<file path="src/sv/boa_pkg.sv">
// Shared types and codes of the block owner allocator.
`default_nettype none
package boa_pkg;

    // Request kinds carried in the mode field.
    localparam logic MODE_ALLOC   = 1'b0;
    localparam logic MODE_RELEASE = 1'b1;

    // Operation applied to each table entry during one pass.
    localparam logic [1:0] OP_CLEAR   = 2'd0;
    localparam logic [1:0] OP_COUNT   = 2'd1;
    localparam logic [1:0] OP_ALLOC   = 2'd2;
    localparam logic [1:0] OP_RELEASE = 2'd3;

    // Reset value of the managed block count register.
    localparam logic [6:0] BLOCKS_IN_USE_RESET = 7'd64;

    typedef struct packed {
        logic       mode;
        logic [7:0] owner_id;
        logic [6:0] blocks_needed;
    } req_t;

    typedef struct packed {
        logic       granted;
        logic [6:0] free_blocks;
    } rsp_t;

    // Commands from the controller to the datapath.
    typedef struct packed {
        logic load_req;
        logic set_count;
        logic issue;
        logic commit;
        logic out_load;
    } cmd_t;

    // Status from the datapath to the controller.
    typedef struct packed {
        logic out_ready;
    } stat_t;

endpackage
`default_nettype wire

</file>
<file path="src/sv/block_owner_allocator.sv">
// Top level of the first-fit block owner allocator.
//
// The block keeps a table of NUM_BLOCKS entries, each free or held by an
// owner id. A request word on the req channel either allocates
// blocks_needed blocks to owner_id (granted only if enough managed blocks
// are free, taking the lowest-numbered free ones) or releases every block
// that owner_id holds in the managed range. Each request yields one
// response word on the rsp channel with the grant flag and the free
// managed block count afterwards. Both channels use valid and stall; a
// word moves when valid is high and stall is low.
// Every request makes one pass over the table through a single memory
// read port and write port, and a new request is accepted only after the
// previous request has finished its pass. The response sits in an output
// register, so a stalled receiver only holds the block once a second
// response is ready. After reset the block clears the table with
// req_stall high. Writing blocks_in_use through cfg_we and cfg_wdata
// starts a recount pass during which requests are stalled.
`default_nettype none
module block_owner_allocator
    import boa_pkg::*;
#(
    parameter int NUM_BLOCKS = 64,
    parameter int OWNER_BITS = 8
)
(
    input  wire logic       clk,
    input  wire logic       rst_n,
    input  wire logic       req_valid,
    output logic            req_stall,
    input  wire req_t       req,
    output logic            rsp_valid,
    input  wire logic       rsp_stall,
    output rsp_t            rsp,
    input  wire logic       cfg_we,
    input  wire logic [6:0] cfg_wdata
);

    // Table index width; a single-entry table still needs one bit.
    localparam int IDX_W = (NUM_BLOCKS > 1) ? $clog2(NUM_BLOCKS) : 1;

    cmd_t             cmd;
    stat_t            stat;
    logic [IDX_W-1:0] idx;

    // The controller walks the table index and sequences each pass.
    boa_ctrl #(
        .NUM_BLOCKS (NUM_BLOCKS),
        .IDX_W      (IDX_W)
    ) u_ctrl (
        .clk       (clk),
        .rst_n     (rst_n),
        .req_valid (req_valid),
        .req_stall (req_stall),
        .cfg_we    (cfg_we),
        .stat      (stat),
        .cmd       (cmd),
        .idx       (idx)
    );

    // The datapath holds the table, the free count and the response word.
    boa_dpath #(
        .NUM_BLOCKS (NUM_BLOCKS),
        .OWNER_BITS (OWNER_BITS),
        .IDX_W      (IDX_W)
    ) u_dpath (
        .clk       (clk),
        .rst_n     (rst_n),
        .req       (req),
        .cfg_we    (cfg_we),
        .cfg_wdata (cfg_wdata),
        .cmd       (cmd),
        .idx       (idx),
        .stat      (stat),
        .rsp_valid (rsp_valid),
        .rsp_stall (rsp_stall),
        .rsp       (rsp)
    );

endmodule
`default_nettype wire

</file>
<file path="src/sv/boa_ctrl.sv">
// Controller state machine that sequences table passes for the allocator.
`default_nettype none
module boa_ctrl
    import boa_pkg::*;
#(
    parameter int NUM_BLOCKS = 64,
    parameter int IDX_W      = 6
)
(
    input  wire logic             clk,
    input  wire logic             rst_n,
    input  wire logic             req_valid,
    output logic                  req_stall,
    input  wire logic             cfg_we,
    input  wire stat_t            stat,
    output cmd_t                  cmd,
    output logic [IDX_W-1:0]      idx
);

    localparam logic [1:0] S_IDLE   = 2'd0;
    localparam logic [1:0] S_PASS   = 2'd1;
    localparam logic [1:0] S_DRAIN  = 2'd2;
    localparam logic [1:0] S_FINISH = 2'd3;

    localparam logic [IDX_W-1:0] LAST_IDX = IDX_W'(NUM_BLOCKS - 1);

    logic [1:0]       state_reg, state_next;
    logic [IDX_W-1:0] idx_reg, idx_next;
    logic             is_item_reg, is_item_next;
    logic             pending_reg, pending_next;

    assign idx       = idx_reg;
    assign req_stall = (state_reg != S_IDLE) || pending_reg || cfg_we;

    always_comb
    begin
        state_next   = state_reg;
        idx_next     = idx_reg;
        is_item_next = is_item_reg;
        pending_next = pending_reg || cfg_we;
        cmd          = '0;
        unique case (state_reg)
            S_IDLE:
            begin
                if (cfg_we || pending_reg)
                begin
                    // A new managed range needs a fresh free count.
                    cmd.set_count = 1'b1;
                    pending_next  = 1'b0;
                    is_item_next  = 1'b0;
                    idx_next      = '0;
                    state_next    = S_PASS;
                end
                else if (req_valid)
                begin
                    cmd.load_req = 1'b1;
                    is_item_next = 1'b1;
                    idx_next     = '0;
                    state_next   = S_PASS;
                end
            end
            S_PASS:
            begin
                cmd.issue = 1'b1;
                if (idx_reg == LAST_IDX)
                begin
                    state_next = S_DRAIN;
                end
                else
                begin
                    idx_next = idx_reg + 1'b1;
                end
            end
            S_DRAIN:
            begin
                state_next = S_FINISH;
            end
            S_FINISH:
            begin
                cmd.commit = 1'b1;
                if (!is_item_reg)
                begin
                    state_next = S_IDLE;
                end
                else if (stat.out_ready)
                begin
                    cmd.out_load = 1'b1;
                    state_next   = S_IDLE;
                end
            end
            default:
            begin
                state_next = S_IDLE;
            end
        endcase
    end

    // Reset starts a clearing pass over the whole table.
    always_ff @(posedge clk or negedge rst_n)
    begin
        if (!rst_n)
        begin
            state_reg   <= S_PASS;
            idx_reg     <= '0;
            is_item_reg <= 1'b0;
            pending_reg <= 1'b0;
        end
        else
        begin
            state_reg   <= state_next;
            idx_reg     <= idx_next;
            is_item_reg <= is_item_next;
            pending_reg <= pending_next;
        end
    end

endmodule
`default_nettype wire

</file>
<file path="src/sv/boa_dpath.sv">
// Datapath of the allocator: owner table memory, counters and result register.
`default_nettype none
module boa_dpath
    import boa_pkg::*;
#(
    parameter int NUM_BLOCKS = 64,
    parameter int OWNER_BITS = 8,
    parameter int IDX_W      = 6
)
(
    input  wire logic             clk,
    input  wire logic             rst_n,
    input  wire req_t             req,
    input  wire logic             cfg_we,
    input  wire logic [6:0]       cfg_wdata,
    input  wire cmd_t             cmd,
    input  wire logic [IDX_W-1:0] idx,
    output stat_t                 stat,
    output logic                  rsp_valid,
    input  wire logic             rsp_stall,
    output rsp_t                  rsp
);

    localparam int CNT_W  = $clog2(NUM_BLOCKS + 1);
    localparam int WIDE_W = (CNT_W > 7) ? CNT_W : 7;

    logic [OWNER_BITS-1:0] mem [NUM_BLOCKS];

    logic [6:0]            biu_reg;
    logic [CNT_W-1:0]      free_reg;
    logic [CNT_W-1:0]      free_cnt_reg, free_cnt_next;
    logic [6:0]            taken_reg, taken_next;
    logic [1:0]            op_reg;
    logic                  granted_reg;
    logic [OWNER_BITS-1:0] who_reg;
    logic [6:0]            want_reg;
    logic                  proc_valid_reg;
    logic [IDX_W-1:0]      proc_idx_reg;
    logic [OWNER_BITS-1:0] rd_data_reg;
    logic                  rsp_valid_reg;
    rsp_t                  rsp_reg;

    logic [WIDE_W-1:0]     managed;
    logic                  in_range;
    logic                  take;
    logic [OWNER_BITS-1:0] new_val;
    logic                  req_granted;
    logic [WIDE_W-1:0]     free_wide;

    assign managed = (WIDE_W'(biu_reg) > WIDE_W'(NUM_BLOCKS)) ? WIDE_W'(NUM_BLOCKS)
                                                                : WIDE_W'(biu_reg);
    assign in_range  = WIDE_W'(proc_idx_reg) < managed;
    assign free_wide = WIDE_W'(free_cnt_reg);

    assign req_granted = !((req.mode == MODE_ALLOC) &&
                           (WIDE_W'(free_reg) < WIDE_W'(req.blocks_needed)));

    always_comb
    begin
        take    = 1'b0;
        new_val = rd_data_reg;
        unique case (op_reg)
            OP_CLEAR:
            begin
                new_val = '0;
            end
            OP_COUNT:
            begin
                new_val = rd_data_reg;
            end
            OP_ALLOC:
            begin
                take = in_range && (rd_data_reg == '0) && (taken_reg < want_reg);
                if (take)
                begin
                    new_val = who_reg;
                end
            end
            OP_RELEASE:
            begin
                if (in_range && (rd_data_reg == who_reg))
                begin
                    new_val = '0;
                end
            end
        endcase
    end

    always_comb
    begin
        free_cnt_next = free_cnt_reg;
        taken_next    = taken_reg;
        if (cmd.load_req || cmd.set_count)
        begin
            free_cnt_next = '0;
            taken_next    = '0;
        end
        else if (proc_valid_reg)
        begin
            if (in_range && (new_val == '0))
            begin
                free_cnt_next = free_cnt_reg + 1'b1;
            end
            if (take)
            begin
                taken_next = taken_reg + 1'b1;
            end
        end
    end

    // Table memory: one registered read and one write per cycle.
    always_ff @(posedge clk)
    begin
        if (cmd.issue)
        begin
            rd_data_reg <= mem[idx];
        end
        if (proc_valid_reg && (op_reg != OP_COUNT))
        begin
            mem[proc_idx_reg] <= new_val;
        end
    end

    always_ff @(posedge clk or negedge rst_n)
    begin
        if (!rst_n)
        begin
            biu_reg        <= BLOCKS_IN_USE_RESET;
            free_reg       <= '0;
            free_cnt_reg   <= '0;
            taken_reg      <= '0;
            op_reg         <= OP_CLEAR;
            proc_valid_reg <= 1'b0;
            rsp_valid_reg  <= 1'b0;
        end
        else
        begin
            if (cfg_we)
            begin
                biu_reg <= cfg_wdata;
            end
            if (cmd.load_req)
            begin
                if (req.mode == MODE_RELEASE)
                begin
                    op_reg <= OP_RELEASE;
                end
                else
                begin
                    op_reg <= req_granted ? OP_ALLOC : OP_COUNT;
                end
            end
            else if (cmd.set_count)
            begin
                op_reg <= OP_COUNT;
            end
            if (cmd.commit)
            begin
                free_reg <= free_cnt_reg;
            end
            free_cnt_reg   <= free_cnt_next;
            taken_reg      <= taken_next;
            proc_valid_reg <= cmd.issue;
            if (cmd.out_load)
            begin
                rsp_valid_reg <= 1'b1;
            end
            else if (!rsp_stall)
            begin
                rsp_valid_reg <= 1'b0;
            end
        end
    end

    always_ff @(posedge clk)
    begin
        proc_idx_reg <= idx;
        if (cmd.load_req)
        begin
            granted_reg <= req_granted;
            who_reg     <= OWNER_BITS'(req.owner_id);
            want_reg    <= req.blocks_needed;
        end
        if (cmd.out_load)
        begin
            rsp_reg.granted     <= granted_reg;
            rsp_reg.free_blocks <= free_wide[6:0];
        end
    end

    assign stat.out_ready = !rsp_valid_reg || !rsp_stall;
    assign rsp_valid      = rsp_valid_reg;
    assign rsp            = rsp_reg;

endmodule
`default_nettype wire
</file>
<file path="config.mk">
export PLATFORM = sky130hd
export DESIGN_NAME = block_owner_allocator
export DESIGN_NICKNAME = d
export VERILOG_FILES = /design/src/sv/boa_pkg.sv /design/src/sv/block_owner_allocator.sv /design/src/sv/boa_ctrl.sv /design/src/sv/boa_dpath.sv
export SDC_FILE = /design/constraint.sdc
export NUM_CORES = 1
export LEC_CHECK = 0
export ABC_AREA = 1
export BUFFER_PORTS_ARGS = -buffer_cell sky130_fd_sc_hd__buf_2
export CAP_MARGIN = 15
export CORE_ASPECT_RATIO = 2
export CORE_MARGIN = 3
export CORE_UTILIZATION = 40
export CTS_BUF_LIST = sky130_fd_sc_hd__clkbuf_2
export CTS_CLUSTER_SIZE = 40
export DETAILED_ROUTE_END_ITERATION = 8
export PLACE_DENSITY = 0.6
export REMOVE_ABC_BUFFERS = 1
export SLEW_MARGIN = 20
export SYNTH_ARGS = -nofsm -noshare
export SYNTH_HDL_FRONTEND = slang
export SYNTH_SLANG_ARGS = --single-unit
</file>
<file path="constraint.sdc">
create_clock -name clk -period 3.4 [get_ports clk]
set_input_delay 0.68 -clock clk [delete_from_list [all_inputs] [get_ports clk]]
set_output_delay 0.68 -clock clk [all_outputs]
set_load 0.05 [all_outputs]
</file>
After elaboration in Yosys (flattened, before gate mapping)
Memory sizes are Yosys's and may differ from the RTL's. A register that Yosys moved wholly into a read port is not among the register bits.
Index checks and enable logic that the tools add are counted.
- add/subtract/negate cells: 3
- magnitude comparators: 4
- eq/ne operators: 14
- mux-type cells: 40
- bitwise logic cells: 1
- reductions and logical operators: 30
- operator list (kind ; count):
    $mux W7 ; 7
    $pmux W8 S4 ; 1
    $mux W2 ; 11
    $mux W6 ; 3
    $logic_not A8 Y1 ; 2
    $mux W8 ; 2
    $add A7 B1 Y7 const B ; 2
    $lt A7 B7 Y1 ; 2
    $mux W1 ; 14
    $reduce_bool A2 Y1 ; 7
    $pmux W6 S2 ; 1
    $eq A2 B2 Y1 const B ; 4
    $eq A8 B8 Y1 ; 1
    $pmux W2 S4 ; 1
    $gt A7 B7 Y1 const B ; 1
    $lt A6 B7 Y1 ; 1
    $add A6 B1 Y6 const B ; 1
    $eq A6 B6 Y1 const B ; 1
    $logic_and A1 B1 Y1 ; 6
    $ne A2 B1 Y1 const B ; 3
    $reduce_and A2 Y1 ; 3
    $reduce_and A3 Y1 ; 2
    $logic_or A1 B1 Y1 ; 5
    $eq A2 B1 Y1 const B ; 2
    6 further kinds ; 9
- flip-flop bits (word level): 72
- bits in writable memories: 512
- input bits: 28
- output and inout port bits: 10
- memories kept: 1
- memories (name ; words ; width ; rd ports ; clocked after Yosys merged registers in ; write ports ; line ; text):
    u_dpath.mem ; 64 ; 8 ; 1 ; 1 ; 1 ; boa_dpath.sv:27 ; logic [OWNER_BITS-1:0] mem [NUM_BLOCKS];

Longest topological paths before layout
- depth after elaboration: 12
- gate-level depth with buffers: 26
- mapped depth without buffers: 25

By module
A second synthesis with hierarchy kept.
- cells, all modules: 1995
- area total of the unflattened synthesis: 24344.6 µm²
- modules (own cells, without submodules) (module ; instances ; cells an instance ; area each (µm²)):
    boa_dpath ; 1 ; 1915 ; 23716.5
    boa_ctrl ; 1 ; 80 ; 628.1

Worst setup path after synthesis
Ideal clock, no wire load.
- path kind: reg2reg
- from: register u_dpath.biu_reg[1]
- to: memory u_dpath.mem[0][0] (data pin)
- arrival: 2.740 ns
- path slack: 0.317 ns
- cell stages (with the launch flop): 20
- path buffers: 1
- clock period less this slack: 3.083 ns
- cells stage by stage: dfrtp_1 -> inv_1 -> nand4_1 -> o31ai_1 -> nand2_1 -> ha_1 -> nand2_1 -> clkinv_1 -> nand2_1 -> nand2_1 -> nand2_1 -> nand2_1 -> nand2_1 -> nand2_2 -> nand2_2 -> buf_6 -> nand3_4 -> a21oi_1 -> nand2_2 -> inv_1
- longest elaborated chain between the ends: 7
- elaborated cells between the ends (all ways): 9
- ends and longest elaborated chain (item ; line ; text):
    start, declared ; boa_dpath.sv:29 ; logic [6:0] biu_reg;
    start signal, assigned ; boa_dpath.sv:140 ; biu_reg <= cfg_wdata;
    $gt A7 B7 Y1 ; boa_dpath.sv:50 ; assign managed = (WIDE_W'(biu_reg) > WIDE_W'(NUM_BLOCKS)) ? WIDE_W'(NUM_BLOCKS)
    $mux W7 * ; boa_dpath.sv:50 ;
    $lt A6 B7 Y1 * ; boa_dpath.sv:52 ; assign in_range = WIDE_W'(proc_idx_reg) < managed;
    $logic_and A1 B1 Y1 (2 in series) ; boa_dpath.sv:73 ; take = in_range && (rd_data_reg == '0) && (taken_reg < want_reg);
    $mux W8 ; boa_dpath.sv:74 ; if (take)
    $pmux W8 S4 * ; boa_dpath.sv:62 ; unique case (op_reg)
    named net u_dpath.new_val[0] ; boa_dpath.sv:46 ; logic [OWNER_BITS-1:0] new_val;
    end, declared ; boa_dpath.sv:27 ;
Mark *: on every way through the listed nets, which the timed path passes. The rest lies on a longest branch.

Worst setup path in the final report
- from: register u_dpath.biu_reg[5]
- to: memory u_dpath.mem[28][5] (data pin)
The elaborated chain is that of the path after synthesis.

==> results.md <==
* Largest stage delay, worst path at 410 ps
* Overflow after GRT at 0
* Sw Pwr at 6900 uW
* Worst IR Drop VDD at ~0.38 mV
* Crit. End Element: flip-flop
* Max reg flops at ~510
* Leakage at between 0.009 and 0.01 uW
* Cell mode on critical path: nand2_1
* Crit-path cells: inv_1, nand4_1, o31ai_2, nand2_1, ha_1, a21oi_1, nand2_1, nand2_1, nand2_1, nand2_1, nand2_2, nand2_4, nand2_2, nand2_1, nor2_1, a21oi_2, inv_2, buf_12
* TritonCTS Buffers at 118
* Routability cong. at 0.8913
* Drt wl/cell at 22.28 um
* Final hold vios at 0
* Critical path data arrival time at 3890 ps
* Largest reg by FF count: u_dpath.mem
* Clock Skews at approximately 90 ps
* Placed Area at approximately 0.026 mm2
* Multi-input combinational cell area at 0.005893 mm2
* Fmax at 322.7 MHz
* Vias in the first global route at between 15000 and 20000
* Yosys reg bits at 592
* Port bufs at 37
* Drt pass-1 iters at 8
* Max Cap Viol at 0
* Setup Crit Path Kind: reg -> reg
* Post-Place Cells at 2735
* Crit path required time at 4190 ps
* Clk pwr share at 0.215
* CP max-delay cell: dfrtp_1
* Cells after Synth at 1936
* Minimum clock period at 3099 ps
* # rows at around 130
* Yosys warns at 0
* Clk sinks at between 500 and 600
* Worst Setup Start Kind: flip-flop
* CTS tree: built
* Final Max Slew Viols at 0
* Final ANT Viol Nets at 0
* Worst r2r src: u_dpath.biu_reg[5]
* Chip height at 353.4 um
* Mean Syn Cell Area at approximately 12 um2
* Worst Tran Pin Value at 989.2 ps
* Register area at 0.01752 mm2
* I/O Pins at 38
* CTS Root Cell: clkbuf_2
* CP max FO at 44
* Pin count of the biggest net entering global routing at 122
* Int Power at approximately 12000 uW
* R2R Setup Slk at 300 ps
* Reg2reg end: u_dpath.mem[28][5]
* CTS max path bufs at 3
* GR Util All Layers at 0.2056
* Later-pin clock latency in the skew report at 1130 ps
* DPL Wire Length at between 40 and 50 mm
* Drt drc at 0
* RSZ-0062 raised after global routing: no
* Synth Cell Area at ~0.024 mm2
* Post-Route WL at 66.70 mm
* Sequential share of the synthesized area at 0.7255
* Cells on worst reg2reg path at 18
* Worst-path clk slew at ~130 ps
* H-Tree Depth at 3
* Setup violators final at 0
* Yosys cell types at 45
* Layout cells sized above 1 at 0.1688
* Global-route wire length before repair at 99.28 mm
* Comb pwr share at 0.295
* Antenna violations before repair at 3
* DIE AREA at around 0.063 mm2
* Placeable Area at 0.05943 mm2
* Post-layout net count at 2178
* FILL cells at about 5300
* Sequential share of power at 0.491
* Max-slew headroom at 0.3405
* HP Class: in -> async
* Design Power at 19250 uW
* Non-Filler Instances at roughly 3000
* Via count at 16439
* Cell area after layout at approximately 0.027 mm2
* Power Density at 703.5 mW/mm2
* Initial Util at 0.4061
* 1st-iter DRT viols at 1385
* Switching fraction of total power at 0.3584
* Post-CTS setup buffer count at 0
* Area Overhead vs Synth at 13.41%
* Post-route clock period utilization at 0.9114
* Post-DR vias/cell at between 5 and 6
* Status: completed
* Die X at around 180 um
## what timing repair did
item	4_1_cts	5_1_grt
hold buffers	39	0
endpoints found under the setup margin	0	131
endpoints found under the hold margin	81	0
gates resized for setup	0	5
## cell type report
cell class / instances / area share
Sequential cell: 592 / 0.6400
Multi-Input combinational cell: 1150 / 0.2153
Timing Repair Buffer: 180 / 0.05746
Tap cell: 768 / 0.03511
Clock buffer: 172 / 0.03145
Inverter: 84 / 0.01179
Clock inverter: 44 / 0.008594
Antenna cell: 3 / 0.0002743
## logic make-up after synthesis
group           share of synthesized area
compound gates                     0.1143
xor+xnor                         0.002177
fa+ha+maj                         0.01244
buf+inv                           0.03085
flops                              0.7255
mux                              0.001866
simple gates                       0.1129
## worst max-delay path: cells and delay by family (launching register included)
family	cells	cell delay (ps)
compound gates	3	550
buf+inv	3	490
fa+ha+maj	1	290
flops	1	410
simple gates	11	950
## power by group through the flow
stage | clock network, uW | logic, uW | registers [uW]
4_1_cts | 4280 | 5710 | 9440
3_5_place_dp | 0 | 5650 | 9610
5_1_grt | 4620 | 6230 | 9470
6_report | 4140 | 5670 | 9440
3_3_place_gp | 0 | 5500 | 9600
2_1_floorplan | 0 | 2980 | 9830
## worst max path at each step
stage                             from                       to  slack, ps
floorplan                u_ctrl.idx[0]   u_dpath.rd_data_reg[5]      -6560
global placement    u_dpath.biu_reg[1]       u_dpath.mem[20][5]        280
detailed placement  u_dpath.biu_reg[4]       u_dpath.mem[13][4]        310
CTS                 u_dpath.biu_reg[5]       u_dpath.mem[63][4]        160
global route        u_dpath.biu_reg[2]  u_dpath.free_cnt_reg[1]         20
finish              u_dpath.biu_reg[5]       u_dpath.mem[28][5]        300
## layer usage
| metal | up-vias | track usage | share of wire |
|---|---|---|---|
| met5 | - | 0 | 0 |
| met4 | 0 | 0.1372 | 0.067 |
| met3 | 185 | 0.02628 | 0.050 |
| met2 | 590 | 0.3792 | 0.54 |
| met1 | 8086 | 0.2167 | 0.35 |
| li1 | 7578 | - | - |
## synth_stat cells, drive strengths merged
cell type	instances	area share
clkbuf	101	0.016
a22oi	1	0.00031
o221ai	50	0.018
nor2	359	0.057
a21oi	39	0.0092
edfxtp	544	0.68
ha	24	0.012
o22ai	84	0.022
nand4	49	0.013
xnor2	2	0.00073
mux2	4	0.0019
dfstp	2	0.0022
nor3b	1	0.00031
a32o	3	0.0012
o2111a	1	0.00047
dfxtp	6	0.0050
nand2	160	0.026
o211ai	15	0.0047
dfrtp	40	0.041
xor2	4	0.0015
or2	2	0.00062
nor3	9	0.0019
buf	9	0.0021
o21ai	274	0.057
nand3	63	0.014
o31ai	1	0.00031
clkinv	4	0.00062
a31oi	4	0.0010
inv	80	0.012
o2111ai	1	0.00036
## metrics by stage
stage	TNS (ps)	util	hold slack, ps	setup slack [ps]
6_report	0	0.4605	234.5	301.2
3_3_place_gp	0	0.4351	384.0	279.1
2_1_floorplan	-69870	-	374.4	-6561
5_1_grt	0	0.4604	244.3	15.74
3_5_place_dp	0	0.4351	392.9	307.7
4_1_cts	0	0.4601	121.3	164.1
## cell usage in the layout (no fill, tap or decap), types with 38 or more instances in the layout
cell / n
nor2_1: 351
edfxtp_1: 544
inv_1: 67
buf_4: 86
o22ai_1: 84
nand2_1: 150
nand3_1: 60
dlygate4sd3_1: 39
nand4_1: 48
clkbuf_2: 172
o221ai_1: 50
dfrtp_1: 38
o21ai_0: 272
Note: power is estimated with default switching activity, not from simulation.
